<file path="src/design/ecpu_pkg.sv">
// types, constants and helper functions of the camera pose block
`default_nettype none
package ecpu_pkg;

   localparam int ANGLE_FRAC_BITS   = 8;
   localparam int POS_FRAC_BITS     = 16;
   localparam int CORDIC_ITERATIONS = 16;

   localparam int CORD_SHIFT  = 20 - ANGLE_FRAC_BITS;
   localparam int MOUSE_SHIFT = 20 - ANGLE_FRAC_BITS;
   localparam int SCROLL_SHIFT = ANGLE_FRAC_BITS - 4;
   localparam int MOVE_SHIFT  = 30 - POS_FRAC_BITS;

   localparam logic signed [22:0] YAW_SPAN    = 23'(360 << ANGLE_FRAC_BITS);
   localparam logic signed [22:0] YAW_HALF    = 23'(180 << ANGLE_FRAC_BITS);
   localparam logic signed [22:0] YAW_QUARTER = 23'(90 << ANGLE_FRAC_BITS);
   localparam logic signed [22:0] PITCH_LIM   = 23'(89 << ANGLE_FRAC_BITS);
   localparam logic signed [22:0] ZOOM_MIN    = 23'(1 << ANGLE_FRAC_BITS);
   localparam logic signed [22:0] ZOOM_MAX    = 23'(45 << ANGLE_FRAC_BITS);
   localparam logic [13:0]        ZOOM_RESET  = 14'(40 << ANGLE_FRAC_BITS);
   localparam logic signed [16:0] YAW_RESET   = -17'(90 << ANGLE_FRAC_BITS);

   localparam logic signed [15:0] ONE_Q14     = 16'sd16384;
   localparam logic signed [31:0] CORDIC_GAIN = 32'sd163008219;

   localparam logic [7:0]  SPEED_RESET = 8'd30;
   localparam logic [15:0] SENS_RESET  = 16'd3277;

   typedef enum logic [1:0] {
      CMD_MOUSE   = 2'd0,
      CMD_SCROLL  = 2'd1,
      CMD_KEY     = 2'd2,
      CMD_RESTART = 2'd3
   } cmd_type;

   localparam logic [2:0] DIR_FORWARD  = 3'd0;
   localparam logic [2:0] DIR_BACKWARD = 3'd1;
   localparam logic [2:0] DIR_RIGHT    = 3'd2;
   localparam logic [2:0] DIR_LEFT     = 3'd3;
   localparam logic [2:0] DIR_UP       = 3'd4;
   localparam logic [2:0] DIR_DOWN     = 3'd5;

   localparam logic [2:0] REG_MOVE_SPEED = 3'd0;
   localparam logic [2:0] REG_SENS       = 3'd1;
   localparam logic [2:0] REG_FPS_MODE   = 3'd2;
   localparam logic [2:0] REG_START_X    = 3'd3;
   localparam logic [2:0] REG_START_Y    = 3'd4;
   localparam logic [2:0] REG_START_Z    = 3'd5;

   typedef logic signed [41:0] prod_type;

   function automatic prod_type rnd_shift(input prod_type v, input int s);
      prod_type half;
      half = 42'sd1 <<< (s - 1);
      return (v + half) >>> s;
   endfunction

   function automatic logic signed [15:0] sat_q14(input prod_type v);
      prod_type r;
      r = rnd_shift(v, 14);
      if (r > 42'sd16384) return 16'sd16384;
      if (r < -42'sd16384) return -16'sd16384;
      return 16'(r);
   endfunction

   // atan(2^-i) in degrees, Q.20
   function automatic logic signed [27:0] atan_q20(input logic [4:0] i);
      case (i)
         5'd0:  return 28'sd47185920;
         5'd1:  return 28'sd27855475;
         5'd2:  return 28'sd14718068;
         5'd3:  return 28'sd7471121;
         5'd4:  return 28'sd3750058;
         5'd5:  return 28'sd1876857;
         5'd6:  return 28'sd938658;
         5'd7:  return 28'sd469357;
         5'd8:  return 28'sd234682;
         5'd9:  return 28'sd117342;
         5'd10: return 28'sd58671;
         5'd11: return 28'sd29335;
         5'd12: return 28'sd14668;
         5'd13: return 28'sd7334;
         5'd14: return 28'sd3667;
         5'd15: return 28'sd1833;
         5'd16: return 28'sd917;
         5'd17: return 28'sd458;
         5'd18: return 28'sd229;
         5'd19: return 28'sd115;
         5'd20: return 28'sd57;
         5'd21: return 28'sd29;
         5'd22: return 28'sd14;
         5'd23: return 28'sd7;
         default: return 28'sd0;
      endcase
   endfunction

endpackage
`default_nettype wire

</file>
<file path="src/design/ecpu_if.sv">
// request and response channel interfaces of the camera pose block
`default_nettype none
interface ecpu_req_if;
   logic               valid;
   logic               ready;
   logic [1:0]         cmd;
   logic signed [15:0] dx;
   logic signed [15:0] dy;
   logic [15:0]        delta_time;
   logic [2:0]         direction;
   modport source (output valid, cmd, dx, dy, delta_time, direction, input ready);
   modport sink (input valid, cmd, dx, dy, delta_time, direction, output ready);
endinterface

interface ecpu_rsp_if;
   logic               valid;
   logic               ready;
   logic signed [31:0] pos_x;
   logic signed [31:0] pos_y;
   logic signed [31:0] pos_z;
   logic signed [15:0] front_x;
   logic signed [15:0] front_y;
   logic signed [15:0] front_z;
   logic [13:0]        zoom_deg;
   logic signed [15:0] pitch_deg;
   logic signed [16:0] yaw_deg;
   modport source (output valid, pos_x, pos_y, pos_z, front_x, front_y, front_z,
                   zoom_deg, pitch_deg, yaw_deg, input ready);
   modport sink (input valid, pos_x, pos_y, pos_z, front_x, front_y, front_z,
                 zoom_deg, pitch_deg, yaw_deg, output ready);
endinterface
`default_nettype wire

</file>
<file path="src/design/euler_camera_pose_update.sv">
// first-person camera pose keeper: yaw/pitch, zoom, position and view vectors
//
// req_ch carries one event per transfer (mouse, scroll, key move, restart);
// rsp_ch returns one pose per event, after the update. Both are valid/ready.
// csr_* is an APB-style register port, registers at byte address 4*i,
// pready tied high. The user must see that registers are written only
// while the block is idle; the block does not enforce this. One event is
// in work at a time. Products go through one shift-add multiplier, one bit
// of the multiplier operand per cycle; sin/cos come from one CORDIC unit,
// one iteration per cycle. Work per request, in order:
//   mouse   two multiplies, yaw wrap steps, two CORDIC passes, two multiplies
//   scroll  two CORDIC passes, two multiplies
//   key     one multiply, then one multiply per moved axis (none per skipped axis)
//   restart none; the restart pose is loaded directly
// A finished pose waits in the output register while the next request is
// taken; if the receiver stalls, the following pose waits in the sequencer.
// Reset (synchronous) loads register defaults, yaw -90, pitch 0, zoom 40,
// position zero, front (0,0,-1), right (1,0) and drops any pending response.
`default_nettype none
module euler_camera_pose_update (
   input  wire logic        clock,
   input  wire logic        reset,
   ecpu_req_if.sink         req_ch,
   ecpu_rsp_if.source       rsp_ch,
   input  wire logic        csr_psel,
   input  wire logic        csr_penable,
   input  wire logic        csr_pwrite,
   input  wire logic [4:0]  csr_paddr,
   input  wire logic [31:0] csr_pwdata,
   output logic [31:0]      csr_prdata,
   output logic             csr_pready
);

   typedef enum logic [3:0] {
      ST_IDLE, ST_MUL, ST_MX, ST_MY, ST_WRAP, ST_VEC, ST_CORD, ST_CDONE,
      ST_F0, ST_F2, ST_KV, ST_KAX, ST_KUP, ST_DONE
   } state_type;

   localparam logic [4:0] MUL_LAST  = 5'd24;
   localparam logic [4:0] CORD_LAST = 5'(ecpu_pkg::CORDIC_ITERATIONS - 1);
   localparam logic [1:0] AXIS_END  = 2'd3;

   state_type state_ff, state_in, ret_ff, ret_in;

   logic [7:0]         speed_ff, speed_in;
   logic [15:0]        sens_ff, sens_in;
   logic               fps_ff, fps_in;
   logic signed [31:0] startx_ff, startx_in, starty_ff, starty_in, startz_ff, startz_in;

   logic signed [16:0] yaw_ff, yaw_in;
   logic signed [15:0] pitch_ff, pitch_in;
   logic [13:0]        zoom_ff, zoom_in;
   logic signed [31:0] pos_ff [3];
   logic signed [31:0] pos_in [3];
   logic signed [15:0] front_ff [3];
   logic signed [15:0] front_in [3];
   logic signed [15:0] right_ff [2];
   logic signed [15:0] right_in [2];

   logic signed [15:0] dy_ff, dy_in;
   logic [2:0]         dir_ff, dir_in;

   ecpu_pkg::prod_type acc_ff, acc_in, ash_ff, ash_in;
   logic [24:0]        bsh_ff, bsh_in;
   logic [4:0]         mcnt_ff, mcnt_in;

   logic signed [22:0] wr_ff, wr_in;

   logic signed [31:0] cx_ff, cx_in, cyv_ff, cyv_in;
   logic signed [29:0] cz_ff, cz_in;
   logic [4:0]         it_ff, it_in;
   logic               cpass_ff, cpass_in, neg_ff, neg_in;
   logic signed [15:0] cy_ff, cy_in, sy_ff, sy_in, cp_ff, cp_in, sp_ff, sp_in;

   logic [23:0]        vel_ff, vel_in;
   logic [1:0]         axis_ff, axis_in;

   logic               rsp_valid_ff, rsp_valid_in;
   logic signed [31:0] opos_ff [3];
   logic signed [31:0] opos_in [3];
   logic signed [15:0] ofront_ff [3];
   logic signed [15:0] ofront_in [3];
   logic [13:0]        ozoom_ff, ozoom_in;
   logic signed [15:0] opitch_ff, opitch_in;
   logic signed [16:0] oyaw_ff, oyaw_in;

   assign req_ch.ready     = (state_ff == ST_IDLE);
   assign rsp_ch.valid     = rsp_valid_ff;
   assign rsp_ch.pos_x     = opos_ff[0];
   assign rsp_ch.pos_y     = opos_ff[1];
   assign rsp_ch.pos_z     = opos_ff[2];
   assign rsp_ch.front_x   = ofront_ff[0];
   assign rsp_ch.front_y   = ofront_ff[1];
   assign rsp_ch.front_z   = ofront_ff[2];
   assign rsp_ch.zoom_deg  = ozoom_ff;
   assign rsp_ch.pitch_deg = opitch_ff;
   assign rsp_ch.yaw_deg   = oyaw_ff;
   assign csr_pready       = 1'b1;

   always_comb begin
      case (csr_paddr[4:2])
         ecpu_pkg::REG_MOVE_SPEED: csr_prdata = 32'(speed_ff);
         ecpu_pkg::REG_SENS:       csr_prdata = 32'(sens_ff);
         ecpu_pkg::REG_FPS_MODE:   csr_prdata = 32'(fps_ff);
         ecpu_pkg::REG_START_X:    csr_prdata = startx_ff;
         ecpu_pkg::REG_START_Y:    csr_prdata = starty_ff;
         ecpu_pkg::REG_START_Z:    csr_prdata = startz_ff;
         default:                  csr_prdata = 32'd0;
      endcase
   end

   always_comb begin
      logic signed [22:0] ox, oy, pnew, ztmp, ang;
      logic signed [31:0] xs, ys;
      logic signed [15:0] vc, vs, unit;
      logic               en;
      ecpu_pkg::prod_type d, p;

      ox = '0; oy = '0; pnew = '0; ztmp = '0; ang = '0;
      xs = '0; ys = '0; vc = '0; vs = '0; unit = '0; en = 1'b0; d = '0; p = '0;

      state_in = state_ff; ret_in = ret_ff;
      speed_in = speed_ff; sens_in = sens_ff; fps_in = fps_ff;
      startx_in = startx_ff; starty_in = starty_ff; startz_in = startz_ff;
      yaw_in = yaw_ff; pitch_in = pitch_ff; zoom_in = zoom_ff;
      pos_in = pos_ff; front_in = front_ff; right_in = right_ff;
      dy_in = dy_ff; dir_in = dir_ff;
      acc_in = acc_ff; ash_in = ash_ff; bsh_in = bsh_ff; mcnt_in = mcnt_ff;
      wr_in = wr_ff;
      cx_in = cx_ff; cyv_in = cyv_ff; cz_in = cz_ff; it_in = it_ff;
      cpass_in = cpass_ff; neg_in = neg_ff;
      cy_in = cy_ff; sy_in = sy_ff; cp_in = cp_ff; sp_in = sp_ff;
      vel_in = vel_ff; axis_in = axis_ff;
      opos_in = opos_ff; ofront_in = ofront_ff;
      ozoom_in = ozoom_ff; opitch_in = opitch_ff; oyaw_in = oyaw_ff;

      rsp_valid_in = rsp_valid_ff;
      if (rsp_valid_ff && rsp_ch.ready) rsp_valid_in = 1'b0;

      if (csr_psel && csr_penable && csr_pwrite) begin
         case (csr_paddr[4:2])
            ecpu_pkg::REG_MOVE_SPEED: speed_in = csr_pwdata[7:0];
            ecpu_pkg::REG_SENS:       sens_in = csr_pwdata[15:0];
            ecpu_pkg::REG_FPS_MODE:   fps_in = csr_pwdata[0];
            ecpu_pkg::REG_START_X:    startx_in = csr_pwdata;
            ecpu_pkg::REG_START_Y:    starty_in = csr_pwdata;
            ecpu_pkg::REG_START_Z:    startz_in = csr_pwdata;
            default: ;
         endcase
      end

      case (state_ff)
         ST_IDLE: begin
            if (req_ch.valid) begin
               dy_in  = req_ch.dy;
               dir_in = req_ch.direction;
               acc_in = '0;
               mcnt_in = '0;
               case (req_ch.cmd)
                  ecpu_pkg::CMD_MOUSE: begin
                     ash_in   = 42'(req_ch.dx);
                     bsh_in   = 25'(sens_ff);
                     ret_in   = ST_MX;
                     state_in = ST_MUL;
                  end
                  ecpu_pkg::CMD_SCROLL: begin
                     ztmp = 23'(signed'({1'b0, zoom_ff}))
                          - (23'(req_ch.dy) <<< ecpu_pkg::SCROLL_SHIFT);
                     if (ztmp < ecpu_pkg::ZOOM_MIN) ztmp = ecpu_pkg::ZOOM_MIN;
                     else if (ztmp > ecpu_pkg::ZOOM_MAX) ztmp = ecpu_pkg::ZOOM_MAX;
                     zoom_in  = 14'(ztmp);
                     state_in = ST_VEC;
                  end
                  ecpu_pkg::CMD_KEY: begin
                     ash_in   = 42'(speed_ff);
                     bsh_in   = 25'(req_ch.delta_time);
                     ret_in   = ST_KV;
                     state_in = ST_MUL;
                  end
                  default: begin
                     yaw_in      = ecpu_pkg::YAW_RESET;
                     pitch_in    = '0;
                     zoom_in     = ecpu_pkg::ZOOM_RESET;
                     pos_in[0]   = startx_ff;
                     pos_in[1]   = starty_ff;
                     pos_in[2]   = startz_ff;
                     front_in[0] = '0;
                     front_in[1] = '0;
                     front_in[2] = -ecpu_pkg::ONE_Q14;
                     right_in[0] = ecpu_pkg::ONE_Q14;
                     right_in[1] = '0;
                     state_in    = ST_DONE;
                  end
               endcase
            end
         end
         ST_MUL: begin
            if (bsh_ff[0]) begin
               acc_in = (mcnt_ff == MUL_LAST) ? acc_ff - ash_ff : acc_ff + ash_ff;
            end
            ash_in  = ash_ff <<< 1;
            bsh_in  = bsh_ff >> 1;
            mcnt_in = mcnt_ff + 5'd1;
            if (mcnt_ff == MUL_LAST) state_in = ret_ff;
         end
         ST_MX: begin
            ox       = 23'(ecpu_pkg::rnd_shift(acc_ff, ecpu_pkg::MOUSE_SHIFT));
            wr_in    = 23'(yaw_ff) - ox + ecpu_pkg::YAW_HALF;
            ash_in   = 42'(dy_ff);
            bsh_in   = 25'(sens_ff);
            acc_in   = '0;
            mcnt_in  = '0;
            ret_in   = ST_MY;
            state_in = ST_MUL;
         end
         ST_MY: begin
            oy   = 23'(ecpu_pkg::rnd_shift(acc_ff, ecpu_pkg::MOUSE_SHIFT));
            pnew = 23'(pitch_ff) - oy;
            if (pnew > ecpu_pkg::PITCH_LIM) pnew = ecpu_pkg::PITCH_LIM;
            else if (pnew < -ecpu_pkg::PITCH_LIM) pnew = -ecpu_pkg::PITCH_LIM;
            pitch_in = 16'(pnew);
            state_in = ST_WRAP;
         end
         ST_WRAP: begin
            if (wr_ff < 23'sd0) wr_in = wr_ff + ecpu_pkg::YAW_SPAN;
            else if (wr_ff >= ecpu_pkg::YAW_SPAN) wr_in = wr_ff - ecpu_pkg::YAW_SPAN;
            else begin
               yaw_in   = 17'(wr_ff - ecpu_pkg::YAW_HALF);
               state_in = ST_VEC;
            end
         end
         ST_VEC: begin
            ang    = 23'(yaw_ff);
            neg_in = 1'b0;
            if (ang > ecpu_pkg::YAW_QUARTER) begin
               ang    = ang - (ecpu_pkg::YAW_QUARTER <<< 1);
               neg_in = 1'b1;
            end else if (ang < -ecpu_pkg::YAW_QUARTER) begin
               ang    = ang + (ecpu_pkg::YAW_QUARTER <<< 1);
               neg_in = 1'b1;
            end
            cz_in    = 30'(ang) <<< ecpu_pkg::CORD_SHIFT;
            cx_in    = ecpu_pkg::CORDIC_GAIN;
            cyv_in   = '0;
            it_in    = '0;
            cpass_in = 1'b0;
            state_in = ST_CORD;
         end
         ST_CORD: begin
            xs = cx_ff >>> it_ff;
            ys = cyv_ff >>> it_ff;
            if (cz_ff >= 30'sd0) begin
               cx_in  = cx_ff - ys;
               cyv_in = cyv_ff + xs;
               cz_in  = cz_ff - 30'(ecpu_pkg::atan_q20(it_ff));
            end else begin
               cx_in  = cx_ff + ys;
               cyv_in = cyv_ff - xs;
               cz_in  = cz_ff + 30'(ecpu_pkg::atan_q20(it_ff));
            end
            it_in = it_ff + 5'd1;
            if (it_ff == CORD_LAST) state_in = ST_CDONE;
         end
         ST_CDONE: begin
            vc = ecpu_pkg::sat_q14(42'(cx_ff));
            vs = ecpu_pkg::sat_q14(42'(cyv_ff));
            if (!cpass_ff) begin
               cy_in    = neg_ff ? -vc : vc;
               sy_in    = neg_ff ? -vs : vs;
               cz_in    = 30'(pitch_ff) <<< ecpu_pkg::CORD_SHIFT;
               cx_in    = ecpu_pkg::CORDIC_GAIN;
               cyv_in   = '0;
               it_in    = '0;
               cpass_in = 1'b1;
               state_in = ST_CORD;
            end else begin
               cp_in    = vc;
               sp_in    = vs;
               ash_in   = 42'(cy_ff);
               bsh_in   = 25'(vc);
               acc_in   = '0;
               mcnt_in  = '0;
               ret_in   = ST_F0;
               state_in = ST_MUL;
            end
         end
         ST_F0: begin
            front_in[0] = ecpu_pkg::sat_q14(acc_ff);
            ash_in      = 42'(sy_ff);
            bsh_in      = 25'(cp_ff);
            acc_in      = '0;
            mcnt_in     = '0;
            ret_in      = ST_F2;
            state_in    = ST_MUL;
         end
         ST_F2: begin
            front_in[2] = ecpu_pkg::sat_q14(acc_ff);
            front_in[1] = sp_ff;
            right_in[0] = -sy_ff;
            right_in[1] = cy_ff;
            state_in    = ST_DONE;
         end
         ST_KV: begin
            vel_in   = acc_ff[23:0];
            axis_in  = '0;
            state_in = ST_KAX;
         end
         ST_KAX: begin
            case (dir_ff)
               ecpu_pkg::DIR_FORWARD, ecpu_pkg::DIR_BACKWARD: begin
                  en   = (axis_ff != 2'd1) || !fps_ff;
                  unit = (axis_ff == AXIS_END) ? 16'sd0 : front_ff[axis_ff];
               end
               ecpu_pkg::DIR_RIGHT, ecpu_pkg::DIR_LEFT: begin
                  en   = (axis_ff != 2'd1);
                  unit = (axis_ff == 2'd0) ? right_ff[0] : right_ff[1];
               end
               ecpu_pkg::DIR_UP, ecpu_pkg::DIR_DOWN: begin
                  en   = (axis_ff == 2'd1);
                  unit = ecpu_pkg::ONE_Q14;
               end
               default: begin
                  en   = 1'b0;
                  unit = '0;
               end
            endcase
            if (axis_ff == AXIS_END) state_in = ST_DONE;
            else if (en) begin
               ash_in   = 42'(unit);
               bsh_in   = {1'b0, vel_ff};
               acc_in   = '0;
               mcnt_in  = '0;
               ret_in   = ST_KUP;
               state_in = ST_MUL;
            end else axis_in = axis_ff + 2'd1;
         end
         ST_KUP: begin
            d = ecpu_pkg::rnd_shift(acc_ff, ecpu_pkg::MOVE_SHIFT);
            p = dir_ff[0] ? 42'(pos_ff[axis_ff]) - d : 42'(pos_ff[axis_ff]) + d;
            if (p > 42'sd2147483647) p = 42'sd2147483647;
            else if (p < -42'sd2147483648) p = -42'sd2147483648;
            pos_in[axis_ff] = 32'(p);
            axis_in  = axis_ff + 2'd1;
            state_in = ST_KAX;
         end
         ST_DONE: begin
            if (!rsp_valid_ff || rsp_ch.ready) begin
               opos_in      = pos_ff;
               ofront_in    = front_ff;
               ozoom_in     = zoom_ff;
               opitch_in    = pitch_ff;
               oyaw_in      = yaw_ff;
               rsp_valid_in = 1'b1;
               state_in     = ST_IDLE;
            end
         end
         default: state_in = ST_IDLE;
      endcase
   end

   always_ff @(posedge clock) begin
      if (reset) begin
         state_ff     <= ST_IDLE;
         ret_ff       <= ST_IDLE;
         rsp_valid_ff <= 1'b0;
         speed_ff     <= ecpu_pkg::SPEED_RESET;
         sens_ff      <= ecpu_pkg::SENS_RESET;
         fps_ff       <= 1'b0;
         startx_ff    <= '0;
         starty_ff    <= '0;
         startz_ff    <= '0;
         yaw_ff       <= ecpu_pkg::YAW_RESET;
         pitch_ff     <= '0;
         zoom_ff      <= ecpu_pkg::ZOOM_RESET;
         pos_ff       <= '{default: '0};
         front_ff     <= '{16'sd0, 16'sd0, -ecpu_pkg::ONE_Q14};
         right_ff     <= '{ecpu_pkg::ONE_Q14, 16'sd0};
      end else begin
         state_ff     <= state_in;
         ret_ff       <= ret_in;
         rsp_valid_ff <= rsp_valid_in;
         speed_ff     <= speed_in;
         sens_ff      <= sens_in;
         fps_ff       <= fps_in;
         startx_ff    <= startx_in;
         starty_ff    <= starty_in;
         startz_ff    <= startz_in;
         yaw_ff       <= yaw_in;
         pitch_ff     <= pitch_in;
         zoom_ff      <= zoom_in;
         pos_ff       <= pos_in;
         front_ff     <= front_in;
         right_ff     <= right_in;
         dy_ff        <= dy_in;
         dir_ff       <= dir_in;
         acc_ff       <= acc_in;
         ash_ff       <= ash_in;
         bsh_ff       <= bsh_in;
         mcnt_ff      <= mcnt_in;
         wr_ff        <= wr_in;
         cx_ff        <= cx_in;
         cyv_ff       <= cyv_in;
         cz_ff        <= cz_in;
         it_ff        <= it_in;
         cpass_ff     <= cpass_in;
         neg_ff       <= neg_in;
         cy_ff        <= cy_in;
         sy_ff        <= sy_in;
         cp_ff        <= cp_in;
         sp_ff        <= sp_in;
         vel_ff       <= vel_in;
         axis_ff      <= axis_in;
         opos_ff      <= opos_in;
         ofront_ff    <= ofront_in;
         ozoom_ff     <= ozoom_in;
         opitch_ff    <= opitch_in;
         oyaw_ff      <= oyaw_in;
      end
   end

endmodule
`default_nettype wire

</file>
<file path="src/flat_wrapper.sv">
// flat-port wrapper written by rule: the top's interface ports become plain ports
module euler_camera_pose_update_flat 
  (clock, reset, csr_psel, csr_penable, csr_pwrite, csr_paddr, csr_pwdata, csr_prdata, csr_pready, req_ch_valid, req_ch_cmd, req_ch_dx, req_ch_dy, req_ch_delta_time, req_ch_direction, req_ch_ready, rsp_ch_valid, rsp_ch_pos_x, rsp_ch_pos_y, rsp_ch_pos_z, rsp_ch_front_x, rsp_ch_front_y, rsp_ch_front_z, rsp_ch_zoom_deg, rsp_ch_pitch_deg, rsp_ch_yaw_deg, rsp_ch_ready);
  ecpu_req_if req_ch_i ();
  ecpu_rsp_if rsp_ch_i ();
  input  wire logic clock;
  input  wire logic reset;
  input  wire logic csr_psel;
  input  wire logic csr_penable;
  input  wire logic csr_pwrite;
  input  wire logic [4:0] csr_paddr;
  input  wire logic [31:0] csr_pwdata;
  output logic [31:0] csr_prdata;
  output logic csr_pready;
  input wire logic [$bits(req_ch_i.valid)-1:0] req_ch_valid;
  input wire logic [$bits(req_ch_i.cmd)-1:0] req_ch_cmd;
  input wire logic [$bits(req_ch_i.dx)-1:0] req_ch_dx;
  input wire logic [$bits(req_ch_i.dy)-1:0] req_ch_dy;
  input wire logic [$bits(req_ch_i.delta_time)-1:0] req_ch_delta_time;
  input wire logic [$bits(req_ch_i.direction)-1:0] req_ch_direction;
  output wire logic [$bits(req_ch_i.ready)-1:0] req_ch_ready;
  output wire logic [$bits(rsp_ch_i.valid)-1:0] rsp_ch_valid;
  output wire logic [$bits(rsp_ch_i.pos_x)-1:0] rsp_ch_pos_x;
  output wire logic [$bits(rsp_ch_i.pos_y)-1:0] rsp_ch_pos_y;
  output wire logic [$bits(rsp_ch_i.pos_z)-1:0] rsp_ch_pos_z;
  output wire logic [$bits(rsp_ch_i.front_x)-1:0] rsp_ch_front_x;
  output wire logic [$bits(rsp_ch_i.front_y)-1:0] rsp_ch_front_y;
  output wire logic [$bits(rsp_ch_i.front_z)-1:0] rsp_ch_front_z;
  output wire logic [$bits(rsp_ch_i.zoom_deg)-1:0] rsp_ch_zoom_deg;
  output wire logic [$bits(rsp_ch_i.pitch_deg)-1:0] rsp_ch_pitch_deg;
  output wire logic [$bits(rsp_ch_i.yaw_deg)-1:0] rsp_ch_yaw_deg;
  input wire logic [$bits(rsp_ch_i.ready)-1:0] rsp_ch_ready;
  assign req_ch_i.valid = req_ch_valid;
  assign req_ch_i.cmd = req_ch_cmd;
  assign req_ch_i.dx = req_ch_dx;
  assign req_ch_i.dy = req_ch_dy;
  assign req_ch_i.delta_time = req_ch_delta_time;
  assign req_ch_i.direction = req_ch_direction;
  assign req_ch_ready = req_ch_i.ready;
  assign rsp_ch_valid = rsp_ch_i.valid;
  assign rsp_ch_pos_x = rsp_ch_i.pos_x;
  assign rsp_ch_pos_y = rsp_ch_i.pos_y;
  assign rsp_ch_pos_z = rsp_ch_i.pos_z;
  assign rsp_ch_front_x = rsp_ch_i.front_x;
  assign rsp_ch_front_y = rsp_ch_i.front_y;
  assign rsp_ch_front_z = rsp_ch_i.front_z;
  assign rsp_ch_zoom_deg = rsp_ch_i.zoom_deg;
  assign rsp_ch_pitch_deg = rsp_ch_i.pitch_deg;
  assign rsp_ch_yaw_deg = rsp_ch_i.yaw_deg;
  assign rsp_ch_i.ready = rsp_ch_ready;
  euler_camera_pose_update u_core (.clock(clock), .reset(reset), .req_ch(req_ch_i), .rsp_ch(rsp_ch_i), .csr_psel(csr_psel), .csr_penable(csr_penable), .csr_pwrite(csr_pwrite), .csr_paddr(csr_paddr), .csr_pwdata(csr_pwdata), .csr_prdata(csr_prdata), .csr_pready(csr_pready));
endmodule
</file>
<file path="config.mk">
export PLATFORM = sky130hd
export DESIGN_NAME = euler_camera_pose_update_flat
export DESIGN_NICKNAME = d
export VERILOG_FILES = /design/src/design/ecpu_pkg.sv /design/src/design/ecpu_if.sv /design/src/design/euler_camera_pose_update.sv /design/src/flat_wrapper.sv
export SDC_FILE = /design/constraint.sdc
export NUM_CORES = 2
export LEC_CHECK = 0
export BUFFER_PORTS_ARGS = -buffer_cell sky130_fd_sc_hd__buf_2
export CAP_MARGIN = 20
export CORE_ASPECT_RATIO = 2
export CORE_MARGIN = 10
export CORE_UTILIZATION = 60
export DETAILED_ROUTE_END_ITERATION = 12
export GPL_ROUTABILITY_DRIVEN = 1
export PLACE_DENSITY = 0.79
export SYNTH_ARGS = -nofsm -noshare
export SYNTH_HDL_FRONTEND = slang
export SYNTH_SLANG_ARGS = --single-unit
</file>
<file path="constraint.sdc">
create_clock -name clock -period 19.1 [get_ports clock]
set_input_delay 2.865 -clock clock [delete_from_list [all_inputs] [get_ports clock]]
set_output_delay 2.865 -clock clock [all_outputs]
set_load 0.01 [all_outputs]
</file>
# Word level (Yosys, flattened, before mapping)
# Memories as Yosys holds them, arrays and structs flattened. A register that Yosys moved wholly into a read port is not among the register bits.
# Index checks and enable logic that the tools add are counted.
[classes]
n_addsub = 29
multipliers = 0
div_mod_pow = 0
n_lt_le_gt_ge = 19
n_eq_ne = 46
shifts = 2
muxes = 148
n_bitwise = 4
n_reduce_logical = 59
[ops]
columns = ["cell", "n"]
rows = [
  ["$mux 42", 11],
  ["$mux 16", 25],
  ["$mux 32", 12],
  ["$pmux 42 s6", 1],
  ["$pmux 42 s5", 1],
  ["$mux 96", 2],
  ["$pmux 32 s3", 2],
  ["$pmux 32 s6", 1],
  ["$pmux 96 s2", 1],
  ["$pmux 25 s6", 1],
  ["$pmux 32 s2", 2],
  ["$mux 28", 4],
  ["$mux 25", 4],
  ["$bwmux 96", 1],
  ["$mux 48", 2],
  ["$pmux 30 s3", 1],
  ["$pmux 42 s2", 1],
  ["$mux 17", 4],
  ["$add 32x15->33 const B", 2],
  ["$add 32x32->32", 2],
  ["$bmux 32 s2", 1],
  ["$demux 32 s2", 1],
  ["$pmux 16 s2", 2],
  ["$sshr 32x5->32", 2],
  ["95 further kinds", 221],
]
[word_totals]
regBits = 891
latchBits = 0
ram_bits = 0
mem_bits_ro = 1664
output_inout_bits = 226
n_memories = 2
[memory_table]
columns = ["name", "words", "word_bits", "read_ports", "rd_clocked_by_memory_dff", "wr", "line", "rtl"]
rows = [
  ["(name not given)", 32, 26, 1, 1, 0, "ecpu_pkg.sv:68", "case (i)"],
  ["(name not given)", 32, 26, 1, 1, 0, "ecpu_pkg.sv:68", ""],
]

# Longest topological paths before layout
[logic_depth]
depth_word = 12
depth_mapped = 27
depth_no_buf = 24

# Least setup slack after synthesis
# No wires, ideal clock.
[synth_path]
kind = "in2reg"
startpoint = "input port reset"
endpoint = "register u_core.ofront_ff (netlist bit u_core.rsp_ch.front_x[0]), enable pin"
arrival_time_ps = 16802
path_slack_ps = 1297
stages = 3
n_path_buf = 2
path_cell_list = "clkbuf_1 -> clkbuf_1 -> nor3b_1"
[synth_between]
elab_chain_cells = 2
[synth_lines]
columns = ["item", "line", "rtl"]
rows = [
  ["from (decl)", "flat_wrapper.sv:7", "input wire logic reset;"],
  ["$not 1->1 (no source line)", "-", ""],
  ["$reduce_and 3->1 (no source line)", "-", ""],
  ["to (signal assigned)", "euler_camera_pose_update.sv:414", "ofront_ff <= ofront_in;"],
  ["to (decl)", "euler_camera_pose_update.sv:81", "logic signed [15:0] ofront_ff [3];"],
]
# Every way passes these cells.
# A chain may end at the register's enable or synchronous reset.

# Worst setup path after layout
[layout_path]
startpoint = "register u_core.acc_ff[13]"
endpoint = "register u_core.pos_ff[93] (netlist bit)"
[layout_between]
elab_chain_cells = 9
[layout_lines]
columns = ["item", "line", "rtl"]
rows = [
  ["from (decl)", "euler_camera_pose_update.sv:63", "ecpu_pkg::prod_type acc_ff, acc_in, ash_ff, ash_in;"],
  ["from (signal assigned)", "euler_camera_pose_update.sv:396", "acc_ff <= acc_in;"],
  ["$add 42x15->42 *", "ecpu_pkg.sv:55", "return (v + half) >>> s;"],
  ["$add 32x28->33 or $sub 32x28->33 (tied branches)", "euler_camera_pose_update.sv:339", "p = dir_ff[0] ? 42'(pos_ff[axis_ff]) - d : 42'(pos_ff[axis_ff]) + d;"],
  ["$mux 42 *", "euler_camera_pose_update.sv:339", ""],
  ["$lt 42x32->1", "euler_camera_pose_update.sv:341", "else if (p < -42'sd2147483648) p = -42'sd2147483648;"],
  ["$mux 32", "euler_camera_pose_update.sv:341", ""],
  ["$mux 32 *", "euler_camera_pose_update.sv:340", "if (p > 42'sd2147483647) p = 42'sd2147483647;"],
  ["$mux 32 *", "euler_camera_pose_update.sv:152", "case (state_ff)"],
  ["$bwmux 96 *", "euler_camera_pose_update.sv:342", "pos_in[axis_ff] = 32'(p);"],
  ["$pmux 96 s2 *", "euler_camera_pose_update.sv:152", ""],
  ["to (signal assigned)", "euler_camera_pose_update.sv:391", "pos_ff <= pos_in;"],
  ["to (decl)", "euler_camera_pose_update.sv:53", "logic signed [31:0] pos_ff [3];"],
]
# Every way passes the cells marked *; elsewhere a longest branch is shown, timed or not. The select of a mux whose other input is x is not followed.

==> impl_metrics.yaml <==
floorplan:
  rows: 161
  dieArea_um2: 111000
  die_y_um: 461
  initial_utilization: 0.605
  core_area_um2: 96500
  die_width_um: 241
  pin_count: 323
synthesis:
  ys_types: 97
  syn_avg_cell_area_um2: 9.12
  ys_warn_count: 0
  syn_inst: 6407
  synth-edff-count: 534
  synthFlopType: "edfxtp_1"
  synth_top_cell_by_area: "edfxtp_1"
  synth_top_area_frac: 0.275
  synth_seq_cells: 909
  synth_area_um2: 58400
  async_flop_share: 0
  yosys-top-cells-area: "edfxtp_1, dfxtp_1, ha_1, nand2_1, a21oi_1"
  seq_area_frac_synth: 0.403
worst_hold_path:
  hold_class: "reg -> reg"
clock_tree:
  cts.sinks: 909
  cts_tree: "built"
  clk_latency_ps: 720
  clkTransAtPathRegs_ps: 70
  post_cts_buffers: 0
  cts_buffer_depth: 3
  post_cts_resized: 0
  h-tree-depth: 3
  hold_buffers: 0
  numCtsBuffers: 85
  cts_root_buf: "clkbuf_16"
grt:
  grt_pass1_wl_mm: 307
  grt_max_degree: 150
  grt_usage: 0.365
  grt_remaining_overflow: 0
  antenna_found_initial: 5
  grt_pass1_vias: 51100
power:
  power.net_switching_mw: 3.64
  power.ir.vdd_worst_mv: 0.0865
  p_int_mw: 4.89
  switching_share: 0.426
  leakage_nw: 24.4
  comb_power_share: 0.466
  clkPwrFrac: 0.213
  total_power_mw: 8.53
  powerDensity_nw_per_um2: 133
  seqPwrFrac: 0.321
critical_path:
  reg2reg_to: "u_core.pos_ff[93]"
  endpoint: "u_core.pos_ff[93]"
  arrival_ps: 9590
  cp-start-kind: "flip-flop"
  crit_type: "reg -> reg"
  r2r_cells: 21
  crit_fanout: 11
  critPathLaunch: "u_core.acc_ff[13]"
  cp.required_ps: 19640
  r2r-start: "u_core.acc_ff[13]"
  critPathCaptureType: "flip-flop"
  reg2reg_slack_ps: 10040
timing:
  relSlewSlack: 0.166
  rsz0062_at_grt: "false"
  fin_tns_setup_ps: 0
  worstMarginPinSlew_ps: 1250
  slew_violations: 0
  setup_viol: 0
  setup_ws_ps: 10040
  fmax_ghz: 0.110
  skew_ps: 22.7
  finalHoldViolCount: 0
  min_period_ps: 9060
  finalCritPeriodShare: 0.474
cells_and_area:
  multi_input_area_um2: 32900
  final_common_cell: "nand2_1"
  finish.utilization: 0.662
  syn_to_final_growth_pct: 9.44
  drive_above_1_share: 0.116
  fin_cells: 7821
  fill_cells: 7835
  final_cell_mix: "nand2_1, nor2_1, edfxtp_1"
  layout.nets: 6900
  register_area_um2: 23500
detailed_routing:
  route.detailed.drc: 0
  vias: 52800
  ant_nets: 0
  routed_wl_mm: 208
  wire_per_inst_um: 26.6
  vias_per_cell: 6.75
  drt-initial-drc-count: 5372
  dr.pass1.iters: 8
job:
  maxCapViolCount: 0
placement:
  post-place-cells: 7652
  gp_congestion: 1.10
  hpwl_mm: 156
  dp_slack_ps: 10520
  port_buffers: 315
status:
  status: "finished, final reports clean"
-- routing by layer --
metal | part of all wire | up-vias | GRT usage
li1 | - | 23700 | -
met1 | 0.32 | 25100 | 0.361
met2 | 0.50 | 3048 | 0.637
met3 | 0.089 | 949 | 0.0770
met4 | 0.099 | 0 | 0.317
met5 | 0 | - | 0
-- worst max-delay path: stages (launching register included) --
cell and delay [ps]:
edfxtp_1 740, ha_1 420, nand4_1 300, or4_1 630, xor2_1 160, o211ai_1 150
nor3_1 940, nand2b_1 280, o21ai_0 240, o22ai_1 110, xnor2_1 210, ha_1 610
nand2_1 90, o21ai_0 570, a221oi_1 240, a21oi_1 410, a41oi_1 250, o31a_1 360
xnor2_2 760, nor2_2 300, nor2_1 850, a221oi_1 250
-- power groups by stage --
| stage | clock (mW) | combinational, mW | sequential, mW |
|---|---|---|---|
| after floorplan | 0 | 2.87 | 2.60 |
| after CTS | 1.82 | 3.86 | 2.72 |
| after global routing | 1.89 | 4.28 | 2.75 |
| final | 1.81 | 3.98 | 2.74 |
| after detailed placement | 0 | 3.83 | 2.76 |
| after global placement | 0 | 3.75 | 2.75 |
-- Yosys cell counts, types with 90 or more instances --
library cell / instances
nand2_1: 838
nor2_1: 560
edfxtp_1: 534
a21oi_1: 486
dfxtp_1: 375
o21ai_0: 321
clkbuf_1: 313
ha_1: 273
xnor2_1: 262
xor2_1: 208
inv_1: 174
a22oi_1: 152
nand3_1: 150
a21o_1: 141
mux2i_1: 136
nor3_1: 124
a211oi_1: 90
-- registers in the layout (all words and copies together) (netlist names), 17 cells and up, named ones only --
register,cells
u_core.startz_ff,32
u_core.rsp_ch.pos_x,32
u_core.bsh_ff,25
u_core.starty_ff,32
u_core.acc_ff,42
u_core.vel_ff,24
u_core.yaw_ff,17
u_core.rsp_ch.yaw_deg,17
u_core.right_ff,32
u_core.ash_ff,42
u_core.wr_ff,23
u_core.startx_ff,32
u_core.rsp_ch.pos_y,32
u_core.cz_ff,30
u_core.front_ff,48
u_core.cx_ff,32
u_core.cyv_ff,32
u_core.rsp_ch.pos_z,32
u_core.pos_ff,96
-- metrics by stage --
step                      hold slack, ps  area [um^2]
after floorplan                      424        58400
after global placement               435        60900
after detailed placement             441        60900
after CTS                            456        63800
after global routing                 467        63900
final                                455        63900
-- how the worst min path moves through the flow --
stage / cells after the start / end / startpoint / slack [ps]
6_report: 0 / u_core.vel_ff[0] / u_core.acc_ff[0] / 460
4_1_cts: 0 / u_core.rsp_ch.pos_z[13] / u_core.pos_ff[13] / 460
5_1_grt: 0 / u_core.rsp_ch.pos_z[9] / u_core.pos_ff[9] / 470
2_1_floorplan: 0 / u_core.rsp_ch.pos_x[29] / u_core.pos_ff[93] / 420
3_3_place_gp: 0 / u_core.rsp_ch.front_z[13] / u_core.front_ff[13] / 440
3_5_place_dp: 0 / u_core.rsp_ch.pos_x[20] / u_core.pos_ff[84] / 440
-- final cells by class --
type | instances | area share
multi-input cells | 4937 | 0.514
well taps | 1222 | 0.0239
diodes | 4 | 0.000157
clock buffers | 106 | 0.0373
clock inverters | 54 | 0.00891
flip-flops and latches | 909 | 0.368
repair buffers | 411 | 0.0366
inverters | 178 | 0.0105
-- cells by family after synthesis --
kind of cell,after synthesis,synth area share
buffers and inverters,564,0.0377
and+or+nand+nor,2145,0.167
xor gates and xnor gates,470,0.0705
muxes,256,0.0611
adders and majority gates,281,0.0612
AOI/OAI and AO/OA,1780,0.199
other,2,0.000129
DFF,909,0.403
Note: power is estimated with default switching activity, not from simulation.
